==> src/design/pidaw_pkg.sv <==
`default_nettype none

package pidaw_pkg;

  localparam bit TRAPEZOID = 1'b1;

  localparam int Q_FRAC = 24;
  localparam int G_W    = 32;
  localparam int A_W    = 52;
  localparam int ACC_W  = A_W + 2;
  localparam int SUM_W  = ACC_W + 1;
  localparam int RES_W  = ACC_W + G_W - Q_FRAC;
  localparam int CNT_W  = $clog2(G_W);
  localparam int P_W    = 40;
  localparam int DN_W   = 42;
  localparam int ST_W   = 48;
  localparam int U_W    = 50;
  localparam int WIDE_W = 64;

  localparam logic signed [ACC_W-1:0] ROUND_BIAS = ACC_W'(64'sd8388608);

  typedef enum logic [2:0] {
    REG_P_GAIN,
    REG_I_GAIN,
    REG_D_GAIN,
    REG_HALF_PERIOD,
    REG_DER_POLE,
    REG_OUT_MIN,
    REG_OUT_MAX,
    REG_AW_GAIN
  } reg_idx_t;

  typedef enum logic [3:0] {
    S_IDLE,
    S_MUL_P,
    S_P_DONE,
    S_MUL_I,
    S_I_DONE,
    S_T_LOAD,
    S_MUL_T,
    S_T_DONE,
    S_MUL_D,
    S_D_DONE,
    S_MUL_F,
    S_F_DONE,
    S_SUM,
    S_CLAMP,
    S_MUL_W,
    S_W_DONE
  } state_t;

  typedef struct packed {
    logic busy;
    logic mul_step;
    logic mul_load;
    logic out_load;
  } ctrl_t;

endpackage

`default_nettype wire

==> src/design/pid_regulator_antiwindup_top.sv <==
// Channel  Dir  Handshake                   Payload
// sample   in   sample_valid/sample_stall   error_sample[31:0]
// result   out  result_valid/result_stall   drive[31:0], clamped
// cfg      in   cfg_valid/cfg_ready         cfg_index[2:0], cfg_data[31:0]
//
// A sample is taken only while the sequencer is idle, and every product of it runs through one
// bit-serial multiplier, so the next sample waits until the anti-windup product is done.
// With the plain-sum integrator the trapezoid product is skipped.
// Reset is synchronous and clears the controller, the configuration and the loop state.
// A stalled result holds in its register while the next sample is processed; the sequencer
// waits only when a new result is ready and the previous one is still stalled.
`default_nettype none

module pid_regulator_antiwindup_top
  import pidaw_pkg::*;
(
  input  wire logic        clk,
  input  wire logic        rst,
  input  wire logic        sample_valid,
  output logic             sample_stall,
  input  wire logic [31:0] error_sample,
  output logic             result_valid,
  input  wire logic        result_stall,
  output logic [31:0]      drive,
  output logic             clamped,
  input  wire logic        cfg_valid,
  output logic             cfg_ready,
  input  wire logic [2:0]  cfg_index,
  input  wire logic [31:0] cfg_data
);

  function automatic logic signed [31:0] sat32(input logic signed [WIDE_W-1:0] v);
    if (v > 64'sd2147483647) begin
      return 32'sh7FFF_FFFF;
    end else if (v < -64'sd2147483648) begin
      return 32'sh8000_0000;
    end
    return v[31:0];
  endfunction

  function automatic logic signed [ST_W-1:0] sat48(input logic signed [WIDE_W-1:0] v);
    if (v > 64'sd140737488355327) begin
      return 48'sh7FFF_FFFF_FFFF;
    end else if (v < -64'sd140737488355328) begin
      return 48'sh8000_0000_0000;
    end
    return v[ST_W-1:0];
  endfunction

  state_t state, state_next;
  ctrl_t  ctrl;

  logic signed [31:0] p_gain, i_gain, d_gain, der_pole, out_min, out_max, aw_gain;
  logic        [30:0] half_period;

  logic signed [31:0]   integ_prev_in, deriv_prev_in, windup_term;
  logic signed [ST_W-1:0] integ_out, deriv_out;

  logic signed [31:0]   e_reg, x_reg;
  logic signed [P_W-1:0]  p_term;
  logic signed [DN_W-1:0] d_num;
  logic signed [U_W-1:0]  u_reg;

  logic signed [A_W-1:0]   a_reg, ld_a;
  logic        [G_W-1:0]   g_sr, ld_g;
  logic signed [ACC_W-1:0] acc;
  logic        [G_W-1:Q_FRAC] low;
  logic        [CNT_W-1:0] cnt;
  logic signed [SUM_W-1:0] addend, step_sum;
  logic signed [RES_W-1:0] res;
  logic                    mul_last;

  logic accept, out_free, gt, lt;
  logic signed [31:0] lim;

  assign accept   = sample_valid && !ctrl.busy;
  assign out_free = !result_valid || !result_stall;
  assign mul_last = (cnt == CNT_W'(G_W - 1));

  assign sample_stall = ctrl.busy;
  assign cfg_ready    = !ctrl.busy;

  always_comb begin
    state_next = state;
    case (state)
      S_IDLE:   if (accept) state_next = S_MUL_P;
      S_MUL_P:  if (mul_last) state_next = S_P_DONE;
      S_P_DONE: state_next = S_MUL_I;
      S_MUL_I:  if (mul_last) state_next = S_I_DONE;
      S_I_DONE: state_next = S_T_LOAD;
      S_T_LOAD: state_next = TRAPEZOID ? S_MUL_T : S_MUL_D;
      S_MUL_T:  if (mul_last) state_next = S_T_DONE;
      S_T_DONE: state_next = S_MUL_D;
      S_MUL_D:  if (mul_last) state_next = S_D_DONE;
      S_D_DONE: state_next = S_MUL_F;
      S_MUL_F:  if (mul_last) state_next = S_F_DONE;
      S_F_DONE: state_next = S_SUM;
      S_SUM:    state_next = S_CLAMP;
      S_CLAMP:  if (out_free) state_next = S_MUL_W;
      S_MUL_W:  if (mul_last) state_next = S_W_DONE;
      S_W_DONE: state_next = S_IDLE;
      default:  state_next = S_IDLE;
    endcase
  end

  always_comb begin
    ctrl.busy     = (state != S_IDLE);
    ctrl.mul_step = (state == S_MUL_P) || (state == S_MUL_I) || (state == S_MUL_T) ||
                    (state == S_MUL_D) || (state == S_MUL_F) || (state == S_MUL_W);
    ctrl.out_load = (state == S_CLAMP) && out_free;
    ctrl.mul_load = ((state == S_IDLE) && accept) || (state == S_P_DONE) ||
                    (state == S_T_LOAD) || (state == S_T_DONE) || (state == S_D_DONE) ||
                    ctrl.out_load;
  end

  always_ff @(posedge clk) begin
    if (rst) begin
      state <= S_IDLE;
    end else begin
      state <= state_next;
    end
  end

  assign gt  = u_reg > U_W'(out_max);
  assign lt  = u_reg < U_W'(out_min);
  assign lim = gt ? out_max : (lt ? out_min : u_reg[31:0]);

  always_comb begin
    ld_a = '0;
    ld_g = '0;
    case (state)
      S_IDLE: begin
        ld_a = A_W'($signed(error_sample));
        ld_g = p_gain;
      end
      S_P_DONE: begin
        ld_a = A_W'(e_reg);
        ld_g = i_gain;
      end
      S_T_LOAD: begin
        if (TRAPEZOID) begin
          ld_a = A_W'(x_reg) + A_W'(integ_prev_in);
          ld_g = {1'b0, half_period};
        end else begin
          ld_a = A_W'(e_reg) - A_W'(deriv_prev_in);
          ld_g = d_gain;
        end
      end
      S_T_DONE: begin
        ld_a = A_W'(e_reg) - A_W'(deriv_prev_in);
        ld_g = d_gain;
      end
      S_D_DONE: begin
        ld_a = A_W'(deriv_out);
        ld_g = der_pole;
      end
      S_CLAMP: begin
        ld_a = A_W'(lim) - A_W'(u_reg);
        ld_g = aw_gain;
      end
      default: begin
        ld_a = '0;
        ld_g = '0;
      end
    endcase
  end

  // Serial-parallel multiplier: one multiplier bit per cycle, LSB first, the last bit
  // carries negative weight. The rounding bias is preloaded into the accumulator.
  always_comb begin
    addend = '0;
    if (g_sr[0]) begin
      addend = mul_last ? -SUM_W'(a_reg) : SUM_W'(a_reg);
    end
  end

  assign step_sum = SUM_W'(acc) + addend;
  assign res      = {acc, low};

  always_ff @(posedge clk) begin
    if (ctrl.mul_load) begin
      a_reg <= ld_a;
      g_sr  <= ld_g;
      acc   <= ROUND_BIAS;
      cnt   <= '0;
    end else if (ctrl.mul_step) begin
      acc  <= step_sum[SUM_W-1:1];
      low  <= {step_sum[0], low[G_W-1:Q_FRAC+1]};
      g_sr <= {1'b0, g_sr[G_W-1:1]};
      cnt  <= cnt + CNT_W'(1);
    end
    if (state == S_IDLE && accept) begin
      e_reg <= error_sample;
    end
    case (state)
      S_P_DONE: p_term <= res[P_W-1:0];
      S_I_DONE: x_reg  <= sat32(WIDE_W'(res) + WIDE_W'(windup_term));
      S_D_DONE: d_num  <= res[DN_W-1:0];
      S_SUM:    u_reg  <= U_W'(p_term) + U_W'(integ_out) + U_W'(deriv_out);
      default: begin
      end
    endcase
    if (ctrl.out_load) begin
      drive   <= lim;
      clamped <= gt || lt;
    end
  end

  always_ff @(posedge clk) begin
    if (rst) begin
      integ_prev_in <= '0;
      integ_out     <= '0;
      deriv_prev_in <= '0;
      deriv_out     <= '0;
      windup_term   <= '0;
      result_valid  <= 1'b0;
    end else begin
      case (state)
        S_T_LOAD: begin
          if (!TRAPEZOID) begin
            integ_out     <= sat48(WIDE_W'(integ_out) + WIDE_W'(x_reg));
            integ_prev_in <= x_reg;
          end
        end
        S_T_DONE: begin
          integ_out     <= sat48(WIDE_W'(integ_out) + WIDE_W'(res));
          integ_prev_in <= x_reg;
        end
        S_F_DONE: begin
          deriv_out     <= sat48(WIDE_W'(d_num) - WIDE_W'(res));
          deriv_prev_in <= e_reg;
        end
        S_W_DONE: windup_term <= sat32(WIDE_W'(res));
        default: begin
        end
      endcase
      if (ctrl.out_load) begin
        result_valid <= 1'b1;
      end else if (!result_stall) begin
        result_valid <= 1'b0;
      end
    end
  end

  always_ff @(posedge clk) begin
    if (rst) begin
      p_gain      <= '0;
      i_gain      <= '0;
      d_gain      <= '0;
      half_period <= '0;
      der_pole    <= '0;
      out_min     <= 32'sh8000_0000;
      out_max     <= 32'sh7FFF_FFFF;
      aw_gain     <= '0;
    end else if (cfg_valid && cfg_ready) begin
      case (reg_idx_t'(cfg_index))
        REG_P_GAIN:      p_gain      <= cfg_data;
        REG_I_GAIN:      i_gain      <= cfg_data;
        REG_D_GAIN:      d_gain      <= cfg_data;
        REG_HALF_PERIOD: half_period <= cfg_data[30:0];
        REG_DER_POLE:    der_pole    <= cfg_data;
        REG_OUT_MIN:     out_min     <= cfg_data;
        REG_OUT_MAX:     out_max     <= cfg_data;
        REG_AW_GAIN:     aw_gain     <= cfg_data;
        default: begin
        end
      endcase
    end
  end

endmodule

`default_nettype wire

==> config.mk <==
export PLATFORM = sky130hd
export DESIGN_NAME = pid_regulator_antiwindup_top
export DESIGN_NICKNAME = d
export VERILOG_FILES = /design/src/design/pidaw_pkg.sv /design/src/design/pid_regulator_antiwindup_top.sv
export SDC_FILE = /design/constraint.sdc
export NUM_CORES = 2
export LEC_CHECK = 0
export ABC_AREA = 0
export BUFFER_PORTS_ARGS = -buffer_cell sky130_fd_sc_hd__buf_2
export CAP_MARGIN = 40
export CORE_UTILIZATION = 30
export DETAILED_ROUTE_END_ITERATION = 6
export PLACE_DENSITY = 0.4
export SLEW_MARGIN = 20
export SYNTH_ARGS = -nofsm -noshare
export SYNTH_HDL_FRONTEND = slang
export SYNTH_SLANG_ARGS = --single-unit
export TNS_END_PERCENT = 20
==> constraint.sdc <==
create_clock -name clk -period 14.8 [get_ports clk]
set_input_delay 0.74 -clock clk [delete_from_list [all_inputs] [get_ports clk]]
set_output_delay 0.74 -clock clk [all_outputs]
set_load 0.02 [all_outputs]
Yosys cells after proc, flatten, opt, wreduce, memory -nomap -nowiden
Index checks and enable logic that the tools add are counted.

Bits in registers: 832. Word-level logic and storage cells: 160.

Add/subtract/negate cells: 11. Order comparisons: 10. Equality and inequality tests: 32. Multiplexer cells: 46. Bitwise gates (word level): 1. Reductions and logical operators: 33.

Operators with widths (count): 32-bit 2-to-1 mux (10); 52-bit case mux with 6 select lines (1); 48-bit 2-to-1 mux (6); 32-bit case mux with 6 select lines (1); 63-bit by 48-bit greater-than comparator with 1-bit output (second input constant) (2); 63-bit by 48-bit < comparator with 1-bit output (second input constant) (2); 55-bit 2-to-1 mux (2); 4-bit case mux with 16 select lines (1); 48-bit by 62-bit adder with 63-bit output (1); 62-bit by 32-bit adder with 63-bit output (1); 63-bit by 32-bit greater-than comparator with 1-bit output (second input constant) (1); 63-bit by 32-bit < comparator with 1-bit output (second input constant) (1); 42-bit by 62-bit subtractor with 63-bit output (1); 62-bit by 32-bit greater-than comparator with 1-bit output (second input constant) (1); 62-bit by 32-bit < comparator with 1-bit output (second input constant) (1); 54-bit by 55-bit adder with 55-bit output (1); 52-bit negation with 55-bit output (1); 32-bit by 50-bit subtractor with 51-bit output (1); 49-bit by 48-bit adder with 50-bit output (1); 50-bit by 32-bit greater-than comparator with 1-bit output (1); 50-bit by 32-bit < comparator with 1-bit output (1); 40-bit by 48-bit adder with 49-bit output (1); 32-bit by 32-bit adder with 33-bit output (1); 32-bit by 32-bit subtractor with 33-bit output (1); other kinds (23) (92).

Depth between registers and ports, before layout
Word-level depth: 11. Gate-level depth with buffers: 32.

Least setup slack after synthesis
Ideal clock, no wire load.

Path kind: register -> register. From: register out_max[31]. To: register a_reg[37] (data pin). Library setup time: 0.271 ns. Data arrival time: 6.376 ns. Path slack: 8.153 ns. Cell stages (with the launch flop): 30. Clock period less this slack: 6.647 ns. Path through: dfxtp_1 inv_1 ha_1 a21oi_1 nor2b_1 o21ai_0 nand2b_1 a21oi_1 nor2b_1 o21ai_0 nand2b_1 a2111oi_0 o311ai_0 o2111ai_1 clkbuf_1 mux2i_1 ha_1 nor2b_1 o21a_1 o21ai_0 a31oi_1 o21ai_0 nor3_1 o41ai_1 o21ai_0 o221ai_1 o21ai_0 a311oi_1 xor2_1 o211ai_1.

Cells in the longest elaborated chain, start to end: 4.

RTL lines: start, declared (line pid_regulator_antiwindup_top.sv:53) `logic signed [31:0] p_gain, i_gain, d_gain, der_pole, out_min, out_max, aw_gain;`; start signal, assigned (line pid_regulator_antiwindup_top.sv:263) `REG_OUT_MAX: out_max <= cfg_data;`; 50-bit by 32-bit greater-than comparator with 1-bit output (line pid_regulator_antiwindup_top.sv:124) `assign gt = u_reg > U_W'(out_max);`; 32-bit 2-to-1 mux (line pid_regulator_antiwindup_top.sv:126) `assign lim = gt ? out_max : (lt ? out_min : u_reg[31:0]);`; net lim[1] (line pid_regulator_antiwindup_top.sv:74) `logic signed [31:0] lim;`; 32-bit by 50-bit subtractor with 51-bit output (line pid_regulator_antiwindup_top.sv:158) `ld_a = A_W'(lim) - A_W'(u_reg);`; 52-bit case mux with 6 select lines (line pid_regulator_antiwindup_top.sv:131) `case (state)`; net ld_a[37] (line pid_regulator_antiwindup_top.sv:64) `logic signed [A_W-1:0] a_reg, ld_a;`; end signal, assigned (line pid_regulator_antiwindup_top.sv:182) `a_reg <= ld_a;`; end, declared (line pid_regulator_antiwindup_top.sv:64).

The timed path passes the listed nets, and every way through them passes these cells. A chain may end at the register's enable or synchronous reset.

Worst setup path after layout
From: register u_reg[1]. To: register a_reg[37] (data pin).

Cells in the longest elaborated chain, start to end: 5. Elaborated cells between the ends (all ways): 6.

RTL lines: start, declared (line pid_regulator_antiwindup_top.sv:62) `logic signed [U_W-1:0] u_reg;`; start signal, assigned (line pid_regulator_antiwindup_top.sv:199) `S_SUM: u_reg <= U_W'(p_term) + U_W'(integ_out) + U_W'(deriv_out);`; 50-bit by 32-bit < comparator with 1-bit output (line pid_regulator_antiwindup_top.sv:125) `assign lt = u_reg < U_W'(out_min);`; 32-bit 2-to-1 mux (line pid_regulator_antiwindup_top.sv:126); 32-bit 2-to-1 mux (*) (line pid_regulator_antiwindup_top.sv:126); net lim[1] (line pid_regulator_antiwindup_top.sv:74); 32-bit by 50-bit subtractor with 51-bit output (*) (line pid_regulator_antiwindup_top.sv:158); 52-bit case mux with 6 select lines (*) (line pid_regulator_antiwindup_top.sv:131); net ld_a[37] (line pid_regulator_antiwindup_top.sv:64).

Mark *: on every way through the listed nets, which the timed path passes. The rest lies on a longest branch.

==> flow_metrics.env <==
export IMPL_start_util_pct=30.3
export IMPL_cts_resized=0
export IMPL_io_pins=108
export IMPL_ctsHoldBuffers=0
export IMPL_finalPower_uw=10100
export IMPL_nets=7461
export IMPL_synth_seq_cells=831
export IMPL_cp_start_kind="flip-flop"
export IMPL_worst_pin_slew_ns=0.993
export IMPL_tritoncts="built"
export IMPL_violations="DRC"
export IMPL_finClkSkew_ns=0.0728
export IMPL_viasPerCell=5.37
export IMPL_routed_wl_mm=219
export IMPL_status="complete, but fails checks"
export IMPL_chipHeight_um=441
export IMPL_clock_sinks=831
export IMPL_slew_viol_final=0
export IMPL_fmax_mhz=121
export IMPL_leakagePower_uw=0.0252
export IMPL_worstPathArrival_ns=8.77
export IMPL_htree_num_levels=3
export IMPL_final_fill_count=19900
export IMPL_post_route_period_util_pct=56.0
export IMPL_track_usage_pct=21.8
export IMPL_portBuffers=107
export IMPL_slew_headroom_pct=33.8
export IMPL_synth_distinct_cells=93
export IMPL_place_hpwl_mm=168
export IMPL_final_cells=9444
export IMPL_clkSlewWorstSetupHoldPaths_ns=0.06
export IMPL_cp_max_fo=34
export IMPL_yosysWarnings=0
export IMPL_synth_edff_count=320
export IMPL_required_ns=15.28
export IMPL_multiInputGateArea_sq_um=35600
export IMPL_worstSetupPathType="reg -> reg"
export IMPL_hold_violations=0
export IMPL_drt_iter0_drc=3546
export IMPL_drive_gt1_share_pct=7.08
export IMPL_worstSetupEndpointType="flip-flop"
export IMPL_fin_ws_ns=6.51
export IMPL_ys_seq_area_share_pct=34.2
export IMPL_critical_path_most_common_cell="o21ai_0"
export IMPL_die_w_um=441
export IMPL_cts_buffers_inserted=105
export IMPL_largest_reg_flops=54
export IMPL_min_path_type="in -> reg"
export IMPL_grt_first_pass_wirelength_mm=322
export IMPL_grt_max_degree=113
export IMPL_fp_row_count=160
export IMPL_synthFlopType="dfxtp_1"
export IMPL_coreArea_sq_um=191000
export IMPL_antenna_found_initial=18
export IMPL_syn_nets=7498
export IMPL_peakVddDrop_v=0.0000918
export IMPL_rsz0062_at_grt="false"
export IMPL_avgSynthCellArea_sq_um=8.44
export IMPL_routedWlPerCell_um=23.2
export IMPL_power_density_nw_per_um2=156
export IMPL_setup_viol=0
export IMPL_drc=10
export IMPL_synthArstFlopShare_pct=0
export IMPL_clock_latency_ns=0.76
export IMPL_post_cts_repair_setup_buffers=0
export IMPL_netlist_area_sq_um=57900
export IMPL_dp_cells=9229
export IMPL_netlist_instances=6866
export IMPL_postRouteAntennaNets=0
export IMPL_finalSetupTns_ns=0
export IMPL_crit_slowest_cell="o41ai_1"
export IMPL_fin_crit_ns=8.29
export IMPL_pre_cts_ws_ns=6.43
export IMPL_num_vias=50700
export IMPL_grt_pass1_vias=48900
export IMPL_gp_congestion=0.877
export IMPL_die_area_sq_um=195000
export IMPL_area_growth_pct=12.3
export IMPL_drt_first_pass_iters=7
export IMPL_slowest_delay_ns=0.59
export IMPL_grt_ovfl_total=0
export IMPL_cap_violations=0
export IMPL_seq_area_sq_um=19800
export IMPL_clock_root_buffer="clkbuf_16"
export IMPL_cts_buffer_depth=3
-- synthesized netlist by cell type, types with 80 or more instances --
cell	instances	area share (%)
nand2_1	1003	6.5
a21oi_1	703	6.1
dfxtp_1	511	18
ha_1	504	11
nor2_1	452	2.9
o21ai_0	364	3.1
inv_1	334	2.2
edfxtp_1	320	17
clkbuf_1	291	1.9
xnor2_1	256	3.9
a21o_1	221	2.9
xor2_1	140	2.1
a211oi_1	132	1.7
nand4_1	106	1.1
nand3_1	93	0.80
nand2b_1	80	0.86
-- through the flow --
stage | util, % | hold slack (ns) | area [sq um]
after floorplan | - | 0.431 | 57900
after global placement | 32.0 | 0.437 | 61100
after detailed placement | 32.1 | 0.443 | 61300
after CTS | 34.0 | 0.112 | 65000
after global routing | 34.1 | 0.141 | 65000
final | 34.1 | 0.176 | 65000
-- final timing paths --
| kind | slack, ns | depth (start not counted) | endpoint | from |
|---|---|---|---|---|
| setup / recovery | 6.51 | 30 | a_reg[37] | u_reg[1] |
| hold / removal | 0.18 | 1 | e_reg[0] | error_sample[0] |
| setup reg to reg | 6.51 | 30 | a_reg[37] | u_reg[1] |
| hold reg to reg | 0.45 | 2 | i_gain[30] | i_gain[30] |
-- cell usage in the layout (no fill, tap or decap), drive strengths merged, types with 42 or more instances in the layout --
cell    instances
nand2        1003
a21oi         705
dfxtp         511
ha            504
nor2          452
o21ai         402
inv           338
edfxtp        320
xnor2         256
a21o          221
buf           212
a211oi        164
clkbuf        164
xor2          140
nand4         106
nand3          93
nand2b         80
mux2i          78
a31oi          78
and2           78
nor3           76
nor2b          65
o21a           56
fa             56
a22oi          55
o21bai         54
a221oi         52
o22ai          49
o211ai         44
a211o          42
-- worst max-delay path: cells and delay by family (launching register included) --
| family | cells | cell delay, ns |
|---|---|---|
| xor+xnor | 1 | 0.20 |
| buf+inv | 2 | 0.72 |
| flops | 1 | 0.45 |
| fa+ha+maj | 2 | 0.62 |
| mux | 1 | 0.47 |
| simple gates | 5 | 0.58 |
| compound gates | 19 | 4.87 |
-- where the power goes --
group	switching [uW]	leakage, uW	internal (uW)	total (uW)
clock	1130	0.00179	1630	2770
sequential	475	0.00711	2810	3280
combinational	2640	0.0163	1430	4070
-- cell type report --
cell class / count / share of cell area [%]
antenna: 11 / 0.0423
clock buffer: 162 / 4.79
clock inverter: 38 / 0.870
inverter: 335 / 1.93
multi-input combinational: 5342 / 54.7
sequential: 831 / 30.5
tap: 2511 / 4.83
timing repair buffer: 214 / 2.30
-- layer usage --
metal,global-route usage [%],up-vias,routed length [um]
met5,0,-,0
met4,5.53,0,4570
met3,2.25,210,8460
met2,35.4,1032,100000
met1,30.7,24600,106000
li1,-,24800,-
-- cells by family (layout without fill, tap and decap cells) --
family / after synthesis / after routing / share of synthesized area (%)
AOI/OAI and AO/OA: 2180 / 2180 / 24.3
and+or+nand+nor: 2122 / 2122 / 16.5
DFF: 831 / 831 / 34.2
buffers and inverters: 693 / 749 / 4.65
adders and majority gates: 560 / 560 / 12.8
xor gates and xnor gates: 396 / 396 / 5.99
muxes: 84 / 84 / 1.46
other: 0 / 11 / 0
Note: power is estimated with default switching activity, not from simulation.
